### src/rtl/core/jsu_pkg.sv
// Shared types, codes and helper functions for the JSON string unescaper.
// Used by every module of the block; depends on nothing.
`timescale 1ns / 1ps

package jsu_pkg;

   // Kind of one result.
   typedef enum logic [1:0] {
      KIND_BYTE  = 2'd0,
      KIND_DONE  = 2'd1,
      KIND_ERROR = 2'd2
   } kind_type;

   // Error codes reported with an error result.
   typedef enum logic [3:0] {
      ERR_NONE         = 4'd0,
      ERR_NO_QUOTE     = 4'd1,
      ERR_ESC_END      = 4'd2,
      ERR_BAD_ESC      = 4'd3,
      ERR_BAD_HEX      = 4'd4,
      ERR_NO_LOW       = 4'd5,
      ERR_BAD_LOW      = 4'd6,
      ERR_LONE_LOW     = 4'd7,
      ERR_UNTERMINATED = 4'd8
   } err_type;

   localparam logic [7:0] CH_QUOTE     = 8'h22;
   localparam logic [7:0] CH_BACKSLASH = 8'h5C;
   localparam logic [7:0] CH_SLASH     = 8'h2F;
   localparam logic [7:0] CH_SPACE     = 8'h20;
   localparam logic [7:0] CH_TAB       = 8'h09;
   localparam logic [7:0] CH_CR        = 8'h0D;
   localparam logic [7:0] CH_LOWER_B   = 8'h62;
   localparam logic [7:0] CH_LOWER_F   = 8'h66;
   localparam logic [7:0] CH_LOWER_N   = 8'h6E;
   localparam logic [7:0] CH_LOWER_R   = 8'h72;
   localparam logic [7:0] CH_LOWER_T   = 8'h74;
   localparam logic [7:0] CH_LOWER_U   = 8'h75;

   localparam logic [15:0] SURR_HIGH_MIN = 16'hD800;
   localparam logic [15:0] SURR_HIGH_MAX = 16'hDBFF;
   localparam logic [15:0] SURR_LOW_MIN  = 16'hDC00;
   localparam logic [15:0] SURR_LOW_MAX  = 16'hDFFF;
   localparam logic [20:0] SUPP_BASE     = 21'h10000;
   localparam logic [20:0] UTF8_MAX_1    = 21'h00007F;
   localparam logic [20:0] UTF8_MAX_2    = 21'h0007FF;
   localparam logic [20:0] UTF8_MAX_3    = 21'h00FFFF;

   // Result group that one request produces: up to four results.
   typedef struct packed {
      logic            any;
      logic [3:0][7:0] bytes;
      logic [1:0]      last_idx;
      kind_type        kind;
      err_type         err;
   } group_type;

   typedef struct packed {
      logic       ok;
      logic [3:0] val;
   } hex_type;

   typedef struct packed {
      logic [3:0][7:0] bytes;
      logic [1:0]      last_idx;
   } utf8_type;

   function automatic hex_type nibble_of(input logic [7:0] b);
      hex_type r;
      r.ok  = 1'b1;
      r.val = 4'd0;
      if (b >= 8'h30 && b <= 8'h39) begin
         r.val = 4'(b - 8'h30);
      end else if (b >= 8'h61 && b <= 8'h66) begin
         r.val = 4'(b - 8'h57);
      end else if (b >= 8'h41 && b <= 8'h46) begin
         r.val = 4'(b - 8'h37);
      end else begin
         r.ok = 1'b0;
      end
      return r;
   endfunction

   function automatic utf8_type encode_utf8(input logic [20:0] cp);
      utf8_type r;
      r.bytes    = '0;
      r.last_idx = 2'd0;
      if (cp <= UTF8_MAX_1) begin
         r.bytes[0] = {1'b0, cp[6:0]};
      end else if (cp <= UTF8_MAX_2) begin
         r.bytes[0] = {3'b110, cp[10:6]};
         r.bytes[1] = {2'b10, cp[5:0]};
         r.last_idx = 2'd1;
      end else if (cp <= UTF8_MAX_3) begin
         r.bytes[0] = {4'b1110, cp[15:12]};
         r.bytes[1] = {2'b10, cp[11:6]};
         r.bytes[2] = {2'b10, cp[5:0]};
         r.last_idx = 2'd2;
      end else begin
         r.bytes[0] = {5'b11110, cp[20:18]};
         r.bytes[1] = {2'b10, cp[17:12]};
         r.bytes[2] = {2'b10, cp[11:6]};
         r.bytes[3] = {2'b10, cp[5:0]};
         r.last_idx = 2'd3;
      end
      return r;
   endfunction

endpackage

### src/rtl/core/jsu_req_if.sv
// Request channel of the JSON string unescaper: one raw byte or end of text.
// Depends on nothing.
`timescale 1ns / 1ps

interface jsu_req_if;
   logic       valid;
   logic       ready;
   logic [7:0] data_byte;
   logic       end_of_text;

   modport source (output valid, output data_byte, output end_of_text, input ready);
   modport sink   (input valid, input data_byte, input end_of_text, output ready);
endinterface

### src/rtl/core/jsu_rsp_if.sv
// Result channel of the JSON string unescaper: one decoded byte or status.
// Depends on nothing.
`timescale 1ns / 1ps

interface jsu_rsp_if;
   logic       valid;
   logic       ready;
   logic [7:0] out_byte;
   logic [1:0] kind;
   logic [3:0] error_code;
   logic       last_of_run;

   modport source (output valid, output out_byte, output kind, output error_code,
                   output last_of_run, input ready);
   modport sink   (input valid, input out_byte, input kind, input error_code,
                   input last_of_run, output ready);
endinterface

### src/rtl/core/jsu_decode.sv
// Parser state registers and the single-pass decode of one request.
// Depends on jsu_pkg.
`timescale 1ns / 1ps

module jsu_decode (
   input  logic               clock,
   input  logic               reset,
   input  logic               accept,
   input  logic [7:0]         data_byte,
   input  logic               end_of_text,
   output jsu_pkg::group_type grp
);

   typedef enum logic [3:0] {
      PH_IDLE    = 4'd0,
      PH_STR     = 4'd1,
      PH_ESC     = 4'd2,
      PH_HEX1    = 4'd3,
      PH_WANT_BS = 4'd4,
      PH_WANT_U  = 4'd5,
      PH_HEX2    = 4'd6
   } phase_type;

   phase_type   phase_ff, phase_in;
   logic [15:0] accum_ff, accum_in;
   logic [9:0]  high_ff, high_in;
   logic [1:0]  count_ff, count_in;

   jsu_pkg::hex_type  hexd;
   jsu_pkg::utf8_type enc;
   logic [15:0]       accum_next;
   logic [20:0]       pair_cp;
   logic [20:0]       emit_cp;
   logic              emit_req;
   logic              fail_req;
   jsu_pkg::err_type  fail_code;
   logic              is_high;
   logic              is_low;

   assign hexd       = jsu_pkg::nibble_of(data_byte);
   assign accum_next = {accum_ff[11:0], hexd.val};
   assign pair_cp    = jsu_pkg::SUPP_BASE + {1'b0, high_ff, accum_next[9:0]};
   assign is_high    = accum_next >= jsu_pkg::SURR_HIGH_MIN &&
                       accum_next <= jsu_pkg::SURR_HIGH_MAX;
   assign is_low     = accum_next >= jsu_pkg::SURR_LOW_MIN &&
                       accum_next <= jsu_pkg::SURR_LOW_MAX;
   assign enc        = jsu_pkg::encode_utf8(emit_cp);

   always_comb begin
      phase_in  = phase_ff;
      accum_in  = accum_ff;
      high_in   = high_ff;
      count_in  = count_ff;
      emit_req  = 1'b0;
      emit_cp   = {5'd0, accum_next};
      fail_req  = 1'b0;
      fail_code = jsu_pkg::ERR_NONE;
      grp.any      = 1'b0;
      grp.bytes    = '0;
      grp.last_idx = 2'd0;
      grp.kind     = jsu_pkg::KIND_BYTE;
      grp.err      = jsu_pkg::ERR_NONE;

      unique case (phase_ff)
         PH_STR: begin
            if (end_of_text) begin
               fail_req  = 1'b1;
               fail_code = jsu_pkg::ERR_UNTERMINATED;
            end else if (data_byte == jsu_pkg::CH_QUOTE) begin
               grp.any  = 1'b1;
               grp.kind = jsu_pkg::KIND_DONE;
               phase_in = PH_IDLE;
            end else if (data_byte == jsu_pkg::CH_BACKSLASH) begin
               phase_in = PH_ESC;
            end else begin
               grp.any      = 1'b1;
               grp.bytes[0] = data_byte;
            end
         end
         PH_ESC: begin
            if (end_of_text) begin
               fail_req  = 1'b1;
               fail_code = jsu_pkg::ERR_ESC_END;
            end else begin
               phase_in = PH_STR;
               grp.any  = 1'b1;
               unique case (data_byte)
                  jsu_pkg::CH_QUOTE,
                  jsu_pkg::CH_BACKSLASH,
                  jsu_pkg::CH_SLASH:     grp.bytes[0] = data_byte;
                  jsu_pkg::CH_LOWER_B:   grp.bytes[0] = 8'h08;
                  jsu_pkg::CH_LOWER_F:   grp.bytes[0] = 8'h0C;
                  jsu_pkg::CH_LOWER_N:   grp.bytes[0] = 8'h0A;
                  jsu_pkg::CH_LOWER_R:   grp.bytes[0] = 8'h0D;
                  jsu_pkg::CH_LOWER_T:   grp.bytes[0] = 8'h09;
                  jsu_pkg::CH_LOWER_U: begin
                     grp.any  = 1'b0;
                     phase_in = PH_HEX1;
                     accum_in = '0;
                     count_in = '0;
                  end
                  default: begin
                     fail_req  = 1'b1;
                     fail_code = jsu_pkg::ERR_BAD_ESC;
                  end
               endcase
            end
         end
         PH_HEX1, PH_HEX2: begin
            if (end_of_text) begin
               fail_req  = 1'b1;
               fail_code = (phase_ff == PH_HEX1) ? jsu_pkg::ERR_BAD_HEX : jsu_pkg::ERR_NO_LOW;
            end else if (!hexd.ok) begin
               fail_req  = 1'b1;
               fail_code = jsu_pkg::ERR_BAD_HEX;
            end else if (count_ff != 2'd3) begin
               accum_in = accum_next;
               count_in = count_ff + 2'd1;
            end else begin
               accum_in = '0;
               count_in = '0;
               if (phase_ff == PH_HEX1) begin
                  if (is_high) begin
                     high_in  = accum_next[9:0];
                     phase_in = PH_WANT_BS;
                  end else if (is_low) begin
                     fail_req  = 1'b1;
                     fail_code = jsu_pkg::ERR_LONE_LOW;
                  end else begin
                     emit_req = 1'b1;
                     phase_in = PH_STR;
                  end
               end else begin
                  if (is_low) begin
                     emit_req = 1'b1;
                     emit_cp  = pair_cp;
                     phase_in = PH_STR;
                  end else begin
                     fail_req  = 1'b1;
                     fail_code = jsu_pkg::ERR_BAD_LOW;
                  end
               end
            end
         end
         PH_WANT_BS: begin
            if (!end_of_text && data_byte == jsu_pkg::CH_BACKSLASH) begin
               phase_in = PH_WANT_U;
            end else begin
               fail_req  = 1'b1;
               fail_code = jsu_pkg::ERR_NO_LOW;
            end
         end
         PH_WANT_U: begin
            if (!end_of_text && data_byte == jsu_pkg::CH_LOWER_U) begin
               phase_in = PH_HEX2;
               accum_in = '0;
               count_in = '0;
            end else begin
               fail_req  = 1'b1;
               fail_code = jsu_pkg::ERR_NO_LOW;
            end
         end
         default: begin
            // Idle, and any phase code without a meaning.
            phase_in = PH_IDLE;
            if (end_of_text) begin
               fail_req  = 1'b1;
               fail_code = jsu_pkg::ERR_NO_QUOTE;
            end else if (data_byte == jsu_pkg::CH_SPACE ||
                         (data_byte >= jsu_pkg::CH_TAB && data_byte <= jsu_pkg::CH_CR)) begin
               phase_in = PH_IDLE;
            end else if (data_byte == jsu_pkg::CH_QUOTE) begin
               phase_in = PH_STR;
            end else begin
               fail_req  = 1'b1;
               fail_code = jsu_pkg::ERR_NO_QUOTE;
            end
         end
      endcase

      if (emit_req) begin
         grp.any      = 1'b1;
         grp.bytes    = enc.bytes;
         grp.last_idx = enc.last_idx;
      end

      // Every failure reports once and drops back to idle with cleared state.
      if (fail_req) begin
         grp.any      = 1'b1;
         grp.bytes    = '0;
         grp.last_idx = 2'd0;
         grp.kind     = jsu_pkg::KIND_ERROR;
         grp.err      = fail_code;
         phase_in     = PH_IDLE;
         accum_in     = '0;
         high_in      = '0;
         count_in     = '0;
      end
   end

   always_ff @(posedge clock) begin
      if (reset) begin
         phase_ff <= PH_IDLE;
         accum_ff <= '0;
         high_ff  <= '0;
         count_ff <= '0;
      end else if (accept) begin
         phase_ff <= phase_in;
         accum_ff <= accum_in;
         high_ff  <= high_in;
         count_ff <= count_in;
      end
   end

endmodule

### src/rtl/core/jsu_serial.sv
// Result register that holds one request's result group and hands it out
// one result per cycle while the receiver is ready. Depends on jsu_pkg.
`timescale 1ns / 1ps

module jsu_serial (
   input  logic               clock,
   input  logic               reset,
   input  logic               load,
   input  jsu_pkg::group_type grp,
   output logic               free,
   output logic               rsp_valid,
   input  logic               rsp_ready,
   output logic [7:0]         out_byte,
   output logic [1:0]         kind,
   output logic [3:0]         error_code,
   output logic               last_of_run
);

   logic               valid_ff, valid_in;
   jsu_pkg::group_type grp_ff, grp_in;
   logic [1:0]         idx_ff, idx_in;
   logic               at_last;
   logic               pop;

   assign at_last = idx_ff == grp_ff.last_idx;
   assign pop     = valid_ff && rsp_ready;
   assign free    = !valid_ff || (pop && at_last);

   always_comb begin
      valid_in = valid_ff;
      grp_in   = grp_ff;
      idx_in   = idx_ff;
      if (load) begin
         valid_in = 1'b1;
         grp_in   = grp;
         idx_in   = 2'd0;
      end else if (pop) begin
         if (at_last) begin
            valid_in = 1'b0;
         end else begin
            idx_in = idx_ff + 2'd1;
         end
      end
   end

   always_ff @(posedge clock) begin
      if (reset) begin
         valid_ff <= 1'b0;
      end else begin
         valid_ff <= valid_in;
      end
      grp_ff <= grp_in;
      idx_ff <= idx_in;
   end

   assign rsp_valid   = valid_ff;
   assign out_byte    = grp_ff.bytes[idx_ff];
   assign kind        = grp_ff.kind;
   assign error_code  = grp_ff.err;
   assign last_of_run = at_last;

endmodule

### src/rtl/core/json_string_unescape_core.sv
// Top level of the JSON string unescaper: request and result channels.
// Depends on jsu_pkg, jsu_req_if, jsu_rsp_if, jsu_decode and jsu_serial.
`timescale 1ns / 1ps

// The block takes the raw bytes of one JSON string token, one byte per
// request, and returns the decoded bytes as UTF-8, followed by a completion
// result at the closing quote or an error result with its code. A request
// is decoded in the cycle it is accepted and its results appear on the
// result channel from the next cycle on. While the receiver is ready, a
// stream of plain text flows at one byte per cycle. A request that yields
// more than one result (a unicode escape gives up to four UTF-8 bytes)
// holds the result register until each is taken, and the next request is
// accepted in the cycle in which the last of them is taken. That single
// result register, which the decoded group of a request waits in, is what
// sets the rate. The last result of each request carries last_of_run.

module json_string_unescape_core (
   input logic         clock,
   input logic         reset,
   jsu_req_if.sink     req_chan,
   jsu_rsp_if.source   rsp_chan
);

   jsu_pkg::group_type grp;
   logic               free;
   logic               accept;

   // A request is taken whenever the result register is empty or hands out
   // its final result in this same cycle.
   assign req_chan.ready = free;
   assign accept         = req_chan.valid && free;

   // Parser state and the combinational decode of the current request.
   jsu_decode u_decode (
      .clock       (clock),
      .reset       (reset),
      .accept      (accept),
      .data_byte   (req_chan.data_byte),
      .end_of_text (req_chan.end_of_text),
      .grp         (grp)
   );

   // Requests that produce no result (whitespace, backslash, most hex digits)
   // leave the result register alone.
   jsu_serial u_serial (
      .clock       (clock),
      .reset       (reset),
      .load        (accept && grp.any),
      .grp         (grp),
      .free        (free),
      .rsp_valid   (rsp_chan.valid),
      .rsp_ready   (rsp_chan.ready),
      .out_byte    (rsp_chan.out_byte),
      .kind        (rsp_chan.kind),
      .error_code  (rsp_chan.error_code),
      .last_of_run (rsp_chan.last_of_run)
   );

endmodule

### src/flat_wrapper.sv
// flat-port wrapper written by rule: the top's interface ports become plain ports
module json_string_unescape_core_flat 
  (clock, reset, req_chan_valid, req_chan_data_byte, req_chan_end_of_text, req_chan_ready, rsp_chan_valid, rsp_chan_out_byte, rsp_chan_kind, rsp_chan_error_code, rsp_chan_last_of_run, rsp_chan_ready);
  jsu_req_if req_chan_i ();
  jsu_rsp_if rsp_chan_i ();
  input logic clock;
  input logic reset;
  input wire logic [$bits(req_chan_i.valid)-1:0] req_chan_valid;
  input wire logic [$bits(req_chan_i.data_byte)-1:0] req_chan_data_byte;
  input wire logic [$bits(req_chan_i.end_of_text)-1:0] req_chan_end_of_text;
  output wire logic [$bits(req_chan_i.ready)-1:0] req_chan_ready;
  output wire logic [$bits(rsp_chan_i.valid)-1:0] rsp_chan_valid;
  output wire logic [$bits(rsp_chan_i.out_byte)-1:0] rsp_chan_out_byte;
  output wire logic [$bits(rsp_chan_i.kind)-1:0] rsp_chan_kind;
  output wire logic [$bits(rsp_chan_i.error_code)-1:0] rsp_chan_error_code;
  output wire logic [$bits(rsp_chan_i.last_of_run)-1:0] rsp_chan_last_of_run;
  input wire logic [$bits(rsp_chan_i.ready)-1:0] rsp_chan_ready;
  assign req_chan_i.valid = req_chan_valid;
  assign req_chan_i.data_byte = req_chan_data_byte;
  assign req_chan_i.end_of_text = req_chan_end_of_text;
  assign req_chan_ready = req_chan_i.ready;
  assign rsp_chan_valid = rsp_chan_i.valid;
  assign rsp_chan_out_byte = rsp_chan_i.out_byte;
  assign rsp_chan_kind = rsp_chan_i.kind;
  assign rsp_chan_error_code = rsp_chan_i.error_code;
  assign rsp_chan_last_of_run = rsp_chan_i.last_of_run;
  assign rsp_chan_i.ready = rsp_chan_ready;
  json_string_unescape_core u_core (.clock(clock), .reset(reset), .req_chan(req_chan_i), .rsp_chan(rsp_chan_i));
endmodule
### config.mk
export PLATFORM = sky130hd
export DESIGN_NAME = json_string_unescape_core_flat
export DESIGN_NICKNAME = d
export VERILOG_FILES = /design/src/rtl/core/jsu_pkg.sv /design/src/rtl/core/jsu_req_if.sv /design/src/rtl/core/jsu_rsp_if.sv /design/src/rtl/core/jsu_decode.sv /design/src/rtl/core/jsu_serial.sv /design/src/rtl/core/json_string_unescape_core.sv /design/src/flat_wrapper.sv
export SDC_FILE = /design/constraint.sdc
export NUM_CORES = 1
export LEC_CHECK = 0
export BUFFER_PORTS_ARGS = -buffer_cell sky130_fd_sc_hd__buf_4
export CORE_ASPECT_RATIO = 1.25
export CORE_UTILIZATION = 53
export DETAILED_ROUTE_END_ITERATION = 8
export GPL_TIMING_DRIVEN = 0
export HOLD_SLACK_MARGIN = 0.05
export PLACE_DENSITY = 0.74
export REMOVE_ABC_BUFFERS = 1
export SYNTH_ARGS = -nofsm -noshare
export SYNTH_HDL_FRONTEND = slang
export SYNTH_SLANG_ARGS = --single-unit
### constraint.sdc
create_clock -name clock -period 4.15 [get_ports clock]
set_input_delay 0.415 -clock clock [delete_from_list [all_inputs] [get_ports clock]]
set_output_delay 0.415 -clock clock [all_outputs]
set_load 0.05 [all_outputs]
=== Yosys cells after proc, flatten, opt, wreduce, memory -nomap -nowiden ===
Index checks and enable logic that the tools add are counted.

* Output and inout bits: 17
* Register bits: 71
* Bits of input ports: 13
* Logic and storage cells: 230

* Reduce and logical (&&, ||, !) cells: 35
* Multiplexer cells: 122
* Bitwise logic cells: 3
* $add $sub $neg: 6
* $lt $le $gt $ge: 16
* Eq/ne operators: 31

{| class="wikitable"
|+ Operator list
! operator !! number
|-
| 21-bit two-way mux || 6
|-
| 4-bit two-way mux || 22
|-
| 12-bit two-way mux || 7
|-
| 10-bit two-way mux || 7
|-
| 8-bit by 7-bit == test with 1-bit output (second input constant) || 7
|-
| 8-bit two-way mux || 7
|-
| 24-bit two-way mux || 2
|-
| 8-bit one-hot mux with 6 select lines || 1
|-
| 1-bit two-way mux || 42
|-
| 41-bit two-way mux || 1
|-
| 4-bit one-hot mux with 5 select lines || 2
|-
| 12-bit one-hot mux with 3 select lines || 1
|-
| 35-bit two-way mux || 1
|-
| 16-bit >= comparator (second input constant) || 2
|-
| 16-bit <= comparator (second input constant) || 2
|-
| 8-bit by 6-bit == test with 1-bit output (second input constant) || 3
|-
| 3-bit != test (second input constant) || 8
|-
| 2-bit two-way mux || 11
|-
| 17-bit by 20-bit adder with 21-bit output (first input constant) || 1
|-
| 21-bit by 11-bit <= comparator with 1-bit output (second input constant) || 1
|-
| 21-bit by 16-bit <= comparator with 1-bit output (second input constant) || 1
|-
| 21-bit by 7-bit <= comparator with 1-bit output (second input constant) || 1
|-
| 18-bit two-way mux || 1
|-
| 8-bit binary-select mux with 2-bit select || 1
|-
| 38 further kinds || 75
|}

=== Logic depth before layout (Yosys ltp) ===
Gate-level depths: netlist of run 1.

* Word-level depth: 22
* Depth in mapped cells: 13
* Depth with buffers taken out: 11

=== By module ===
From an unflattened synthesis of run 1, not the netlist that was laid out.

* Cell total of the unflattened synthesis: 526
* Area total of the unflattened synthesis: 4858.4 sq um

{| class="wikitable"
|+ By module, submodules not included
! module !! sequential area each (sq um) !! cells an instance !! area an instance (sq um) !! instances
|-
| jsu_decode || 540.5 || 447 || 3213.1 || 1
|-
| jsu_serial || 1261.2 || 77 || 1632.8 || 1
|-
| json_string_unescape_core || 0.0 || 2 || 12.5 || 1
|}

=== Worst setup path after synthesis of run 1 ===
Ideal clock, no wire load.

* Kind: register -> register
* Start: register u_core.u_serial.idx_ff[1]
* End: register u_core.u_serial.grp_ff (netlist bit u_core.u_serial.error_code[0]) (enable)
* Buffers on the path: 1
* Library setup time: 455 ps
* Cell stages (with the launch flop): 6
* Path slack: -798 ps
* Period minus slack after synthesis: 4948 ps
* Data arrival time: 4493 ps
* Cells stage by stage: dfxtp_1 -> clkbuf_1 -> xor2_1 -> o31ai_1 -> nand2_1 -> a31oi_1

* Word-level cells in the longest chain between the ends: 5

{| class="wikitable"
|+ RTL lines
! item !! RTL line !! text
|-
| start: declaration || jsu_serial.sv:21 || <nowiki>logic [1:0] idx_ff, idx_in;</nowiki>
|-
| start signal: assignment || jsu_serial.sv:53 || <nowiki>idx_ff <= idx_in;</nowiki>
|-
| 2-bit == test || jsu_serial.sv:25 || <nowiki>assign at_last = idx_ff == grp_ff.last_idx;</nowiki>
|-
| 1-bit logical AND || jsu_serial.sv:27 || <nowiki>assign free = !valid_ff || (pop && at_last);</nowiki>
|-
| 1-bit logical OR || jsu_serial.sv:27 ||
|-
| net req_chan_ready || flat_wrapper.sv:11 || <nowiki>output wire logic [$bits(req_chan_i.ready)-1:0] req_chan_ready;</nowiki>
|-
| 1-bit logical AND || json_string_unescape_core.sv:31 || <nowiki>assign accept = req_chan.valid && free;</nowiki>
|-
| 1-bit logical AND || json_string_unescape_core.sv:48 || <nowiki>.load (accept && grp.any),</nowiki>
|-
| net u_core.u_serial.load || jsu_serial.sv:8 || <nowiki>input logic load,</nowiki>
|-
| end signal: assignment || jsu_serial.sv:52 || <nowiki>grp_ff <= grp_in;</nowiki>
|-
| end: declaration || jsu_serial.sv:20 || <nowiki>jsu_pkg::group_type grp_ff, grp_in;</nowiki>
|}

The timed path passes the listed nets, and every way through them passes these cells.
A chain may end at the register's enable or synchronous reset.

=== Worst setup path after layout of run 1 ===
* Start: input req_chan_data_byte[3]
* End: register u_core.u_serial.grp_ff[24] (netlist bit) (data pin)

* Word-level cells in the longest chain between the ends: 16

{| class="wikitable"
|+ RTL lines
! item !! RTL line !! text
|-
| start: declaration || flat_wrapper.sv:9 || <nowiki>input wire logic [$bits(req_chan_i.data_byte)-1:0] req_chan_data_byte;</nowiki>
|-
| branches (longest 16 deep; another with 17-bit by 20-bit adder with 21-bit output) || -- ||
|}

Several ways; the timed one is not identified.

==> out/metrics.csv, run 1 <==
stage,metric,value,unit
run_status,outcome,"finished, final reports clean",
setup_path,start_kind,primary input,
hold_path,hold_path.startpoint,reset,
timing,final_max_slew_viol_count,0,
timing,rsz0062_at_grt,no,
hold_path,hold_path.class,in -> reg,
synthesis,ys_ff_latch,66,
timing,fin_crit,3570,ps
place,place_ws,-63.6,ps
power,p_leak,1.62,nW
synthesis,syn_avg_cell_area,9.28,sq um
detailed_routing,drt_wl_total,10500,um
setup_path,reg2reg_from,u_core.u_decode.phase_ff[1]$_SDFFE_PP0P_,
detailed_routing,drtAntennaViolNets,0,
synthesis,async_flop_share,0,%
clock_tree,ctsHoldBuffers,0,
timing,fin_ws,577,ps
clock_tree,clk_latency,360,ps
synthesis,synth-edff-count,36,
detailed_routing,drt-initial-drc-count,395,
floorplan,dieArea,8350,sq um
power,total_power,1.46,mW
global_routing,first_global_vias,3280,
synthesis,synthCells,456,
setup_path,criticalPathCategory,in -> reg,
timing,fmax,280,MHz
floorplan,dieHeight,102,um
timing,post-route-period-util,86.1,%
place,io_buffer_count,29,
power,powerDensity,314,nW/um^2
detailed_routing,via_count,3747,
flow_run,max_cap_viol_count,0,
global_routing,grt_antenna_before_repair,0,
clock_tree,cts_tree,done,
layout,diodes,0,
timing,slew-limit-headroom,44.4,%
global_routing,grt_max_degree,33,
setup_path,worst_setup_path_end_kind,register,
place,gp_congestion,0.953,
detailed_routing,avgViaCountPerCell,6.64,
setup_path,crit_arrival,3750,ps
clock_tree,cts_inserted_buffers,9,
layout,drive_above_1_share,15.1,%
clock_tree,clk_pin_slew_worst_paths,70,ps
timing,tightest_slew,832,ps
floorplan,start_util,54.6,%
detailed_routing,drc,0,
layout,fill_cells,667,
layout,area.growth.synth_to_final,9.67,%
floorplan,core.rowCount,36,
floorplan,core-area,7750,sq um
clock_tree,htreeDepth,3,
timing,hold_violations,0,
clock_tree,post-cts-setup-buffers,0,
synthesis,synth_flop_cell,edfxtp_1,
synthesis,yosysWarnings,0,
clock_tree,cts.sinks,66,
synthesis,ys_types,75,
layout,nets,484,
global_routing,grt_usage,26.5,%
clock_tree,clockRootBuffer,clkbuf_8,
detailed_routing,firstDrtPassIters,6,
detailed_routing,wl_per_cell,18.6,um
synthesis,ys_seq_area_share,39.7,%
setup_path,worstPathMaxFanout,11,
clock_tree,clock_path_buffers,2,
floorplan,io_pins,30,
timing,setup_viol,0,
floorplan,die-width,81.9,um
place,dp_hpwl,7540,um
timing,fin_skew,8.10,ps
synthesis,netlist_area,4230,sq um
power,irDropWorstVdd,213,uV
clock_tree,post_cts_resized,0,
global_routing,grt_pass1_wl,16500,um
setup_path,worstSetupStartpoint,req_chan_data_byte[3],
setup_path,cp_data_required_time,4330,ps
global_routing,grt_overflow,0,
[final timing paths]
check | end | slack, ps | cells past startpoint
max reg2reg | u_core.u_serial.grp_ff[24]$_SDFFCE_PP0P_ | 600 | 9
min reg2reg | u_core.u_decode.count_ff[0]$_SDFFE_PP0P_ | 460 | 1
max | u_core.u_serial.grp_ff[24]$_SDFFCE_PP0P_ | 580 | 9
min | u_core.u_decode.phase_ff[1]$_SDFFE_PP0P_ | 340 | 2
[registers in the layout (all words and copies together) (netlist names)]
signal,count
u_core.u_serial.rsp_valid,1
u_core.u_decode.high_ff,10
u_core.u_serial.grp_ff,30
u_core.u_serial.idx_ff,2
u_core.u_decode.phase_ff,3
u_core.u_serial.error_code,4
u_core.u_serial.kind,2
u_core.u_decode.count_ff,2
u_core.u_decode.accum_ff,12
[cells in the mapped netlist, drive strengths merged, types with 8 or more instances]
master   n  area [sq um]
nand2b   9          56.3
o21ai   23           119
nand2   36           135
buf     12          80.1
dfxtp   30           601
nand3   21           105
a32o    10           100
a21oi   28           140
inv     18          70.1
clkbuf  22          82.6
edfxtp  36          1080
nor2    38           143
nor3    11          55.1
a211oi   8          72.6
[kinds of logic (layout without fill, tap and decap cells)]
kind of cell	after synthesis	after routing	synth area share (%)
xor gates and xnor gates	8	8	1.66
DFF	66	66	39.7
buffers and inverters	55	67	5.77
AOI/OAI and AO/OA	142	142	25.3
and+or+nand+nor	168	169	21.0
adders and majority gates	7	7	2.07
muxes	10	10	4.49
[placed cells by master, fill, tap and decap left out, types with 5 or more instances in the layout]
cell type  Yosys  final
a21oi_1       28     28
inv_1         17     17
xor2_1         6      6
or3_1          5      5
clkbuf_8       0     10
nand2_1       36     36
nand2b_1       9      9
nor3_1        11     11
a211oi_1       7      7
buf_4          7     29
o21ai_0       20     20
a22oi_1        5      5
nand3_1       21     21
mux4_2         7      7
dfxtp_1       30     30
a31oi_1        6      5
o31ai_1        7      7
and3_1         6      6
nor2_1        38     38
o22ai_1        6      6
o211ai_1       5      5
a22o_1         7      7
edfxtp_1      36     36
and2_1         6      6
a32o_1        10     10
ha_1           7      7
nand4_1        5      6
[worst max-delay path, stage by stage]
cell      delay, ps
buf_4           150
or3b_4          430
a311o_1         410
o21bai_1        700
nand3_1         540
nand2b_1        470
inv_1           190
nand2_1         200
a211oi_1        230
[layer usage]
| layer | vias up | GRT usage, % | part of all wire (%) |
|---|---|---|---|
| met3 | 38 | 4.64 | 7.3 |
| met5 | - | 0 | 0 |
| met2 | 202 | 41.8 | 47 |
| met4 | 0 | 15.2 | 4.2 |
| met1 | 1745 | 33.9 | 41 |
| li1 | 1762 | - | - |
[area by class of cell]
class                           instances  area [sq um]  share of cell area (%)
Multi-Input combinational cell        336          2330                    50.1
Sequential cell                        66          1680                    36.2
Timing Repair Buffer                   30           238                    5.12
Clock buffer                           13           174                    3.75
Tap cell                               95           119                    2.56
Inverter                               21          81.3                    1.75
Clock inverter                          3          20.0                   0.431
[stage by stage]
step / cells / utilization, % / instance area (sq um) / hold WS, ps / setup TNS [ps]
finish: 564 / 59.9 / 4640 / 345 / 0
global route: 564 / 59.9 / 4640 / 368 / 0
floorplan: 422 / - / 4070 / 428 / -29680
detailed placement: 547 / 57.3 / 4440 / 451 / -63.6
global placement: 546 / 56.9 / 4410 / 444 / -70680
CTS: 563 / 59.8 / 4630 / 343 / 0
[power breakdown]
group | internal, mW | switching (mW)
clock | 0.277 | 0.245
combinational | 0.0711 | 0.138
sequential | 0.710 | 0.0151
total | 1.06 | 0.398
Power figures use the tool's default switching activity.
==> run 2: changes to the inputs <==
--- a/config.mk
+++ b/config.mk
@@ -11,7 +11,7 @@
 export DETAILED_ROUTE_END_ITERATION = 8
 export GPL_TIMING_DRIVEN = 0
 export HOLD_SLACK_MARGIN = 0.05
-export PLACE_DENSITY = 0.74
+export PLACE_DENSITY_LB_ADDON = 0.05
 export REMOVE_ABC_BUFFERS = 1
 export SYNTH_ARGS = -nofsm -noshare
 export SYNTH_HDL_FRONTEND = slang
==> run 2 against run 1 <==
Effect of this change:
- global-route usage increased by 2.0 points
- final cell count fell by 0.18%
- total power increased by 9.5%
- sequential cell count unchanged
- non-clock buffer count unchanged
- utilization up 0.65 points
- sequential share of layout area fell by 0.39 points
- worst hold slack better by 15 ps
- design area increased by 1.1%
- clock power increased by 26%
- combinational power about the same
- critical path type unchanged
- largest cell class unchanged
==> out/metrics.csv, run 2 (synthesis results as in run 1) <==
stage,metric,value,unit
power,p_sw_share,25.7,%
layout,nets,483,
setup_path,cp_data_required_time,4300,ps
global_routing,grt_max_degree,27,
clock_tree,cts_tree,done,
timing,slew-limit-headroom,29.2,%
clock_tree,clk_latency,340,ps
power,p_int,1.18,mW
clock_tree,cts_inserted_buffers,9,
global_routing,grt_overflow,0,
flow_run,max_cap_viol_count,0,
detailed_routing,drt_wl_total,11100,um
timing,tightest_slew,1060,ps
setup_path,crit_arrival,4100,ps
power,powerDensity,340,nW/um^2
place,place_ws,-165,ps
hold_path,hold_path.startpoint,reset,
power,p_sw,0.410,mW
clock_tree,cts.sinks,66,
place,place_area,4450,sq um
detailed_routing,drtAntennaViolNets,0,
power,p_leak,1.64,nW
layout,regArea,1680,sq um
setup_path,worstRegToRegCells,7,
floorplan,io_pins,30,
timing,post-route-period-util,95.2,%
setup_path,criticalPathCategory,in -> reg,
layout,top_regs,"u_core.u_serial.grp_ff (30), u_core.u_decode.accum_ff (12), u_core.u_decode.high_ff (10)",
detailed_routing,drc,0,
setup_path,crit_chain,buf_4 > or3b_4 > a311o_1 > o21bai_1 > nand4_1 > clkinv_1 > nand2_1 > and3_1 > a211oi_1,
setup_path,start_kind,primary input,
timing,fin_ws,201,ps
layout,area.growth.synth_to_final,10.9,%
clock_tree,clk_pin_slew_worst_paths,80,ps
layout,final_cell_area,4690,sq um
setup_path,crit_end,u_core.u_serial.grp_ff[16]$_SDFFCE_PP0P_,
global_routing,grt_antenna_before_repair,0,
floorplan,die-width,81.9,um
timing,fin_skew,10.8,ps
global_routing,grt_pass1_wl,17700,um
power,seqPwrFrac,45.5,%
detailed_routing,avgViaCountPerCell,6.55,
layout,largest_register_ffs,30,
setup_path,slowest_delay,970,ps
timing,setup_viol,0,
setup_path,r2r-end,u_core.u_serial.grp_ff[16]$_SDFFCE_PP0P_,
detailed_routing,firstDrtPassIters,5,
detailed_routing,wl_per_cell,19.7,um
detailed_routing,via_count,3687,
timing,final_max_slew_viol_count,0,
power,comb_power_share,13.3,%
layout,final_common_cell,nor2_1,
floorplan,core-area,7750,sq um
timing,hold_violations,0,
power,irDropWorstVdd,312,uV
layout,fill_cells,725,
floorplan,dieArea,8350,sq um
setup_path,reg2reg_from,u_core.u_decode.phase_ff[1]$_SDFFE_PP0P_,
place,gp_congestion,0.924,
setup_path,worstPathMaxFanout,26,
setup_path,worst_setup_path_end_kind,register,
place,dp_hpwl,7960,um
clock_tree,clock_path_buffers,2,
layout,final_util,60.5,%
timing,setup_tns,0,ps
floorplan,core.rowCount,36,
timing,fmax,253,MHz
clock_tree,clockRootBuffer,clkbuf_8,
floorplan,dieHeight,102,um
layout,diodes,0,
floorplan,start_util,54.6,%
layout,final_cell_mix,"nor2_1 (38), nand2_1 (36), edfxtp_1 (36)",
layout,drive_above_1_share,15.2,%
run_status,outcome,"finished, final reports clean",
detailed_routing,drt-initial-drc-count,378,
hold_path,hold_path.class,in -> reg,
setup_path,reg2reg_setup_slack,480,ps
timing,timing.hold.ws,360,ps
power,clkPwrFrac,41.2,%
global_routing,first_global_vias,3337,
timing,fin_crit,3950,ps
setup_path,slowest_stage,nand4_1,
clock_tree,ctsHoldBuffers,0,
place,io_buffer_count,29,
clock_tree,htreeDepth,3,
layout,multi_input_area,2320,sq um
setup_path,worstSetupStartpoint,req_chan_data_byte[3],
layout,largest_register,u_core.u_serial.grp_ff,
timing,rsz0062_at_grt,no,
global_routing,grt_usage,28.5,%
-- run 2: worst max-delay path: cells and delay by family --
kind | cells | cell delay (ps)
AOI/OAI and AO/OA | 3 | 1320
buffers and inverters | 2 | 660
and+or+nand+nor | 4 | 1680
-- run 2: how the worst min path moves through the flow --
stage	to	slack (ps)	depth (start not counted)
final	u_core.u_decode.phase_ff[0]$_SDFFE_PP0P_	360	2
after CTS	u_core.u_decode.phase_ff[0]$_SDFFE_PP0P_	360	2
after global routing	u_core.u_decode.phase_ff[0]$_SDFFE_PP0P_	380	2
after floorplan	u_core.u_decode.count_ff[0]$_SDFFE_PP0P_	430	1
after global placement	u_core.u_decode.count_ff[0]$_SDFFE_PP0P_	440	1
after detailed placement	u_core.u_decode.count_ff[0]$_SDFFE_PP0P_	450	1
-- run 2: layout make-up --
type | instances | share of cell area, %
Clock inverter | 6 | 2.45
Timing Repair Buffer | 30 | 5.23
Tap cell | 95 | 2.53
Sequential cell | 66 | 35.8
Inverter | 21 | 1.73
Multi-Input combinational cell | 335 | 49.5
Clock buffer | 10 | 2.72
-- run 2: routing by layer --
layer  track usage (%)  routed length (um)
met3              4.64                 678
met1              39.1                4860
met2              45.2                5300
met4              9.72                 238
met5                 0                   0
-- run 2: power by group through the flow --
stage / clock network [mW] / registers (mW) / logic (mW)
floorplan: 0 / 0.749 / 0.128
global placement: 0 / 0.743 / 0.203
detailed placement: 0 / 0.742 / 0.212
CTS: 0.661 / 0.727 / 0.212
global route: 0.691 / 0.729 / 0.226
finish: 0.656 / 0.726 / 0.212
-- run 2: timing repair --
| action | in CTS | in global routing |
|---|---|---|
| setup buffers | 0 | 0 |
| endpoints found under the setup margin | 0 | 1 |
| gates resized for setup | 0 | 0 |
-- run 2: through the flow --
| stage | power [mW] | std cells |
|---|---|---|
| 2_1_floorplan | 0.877 | 422 |
| 3_3_place_gp | 0.946 | 546 |
| 3_5_place_dp | 0.953 | 547 |
| 4_1_cts | 1.60 | 563 |
| 5_1_grt | 1.65 | 563 |
| 6_report | 1.59 | 563 |
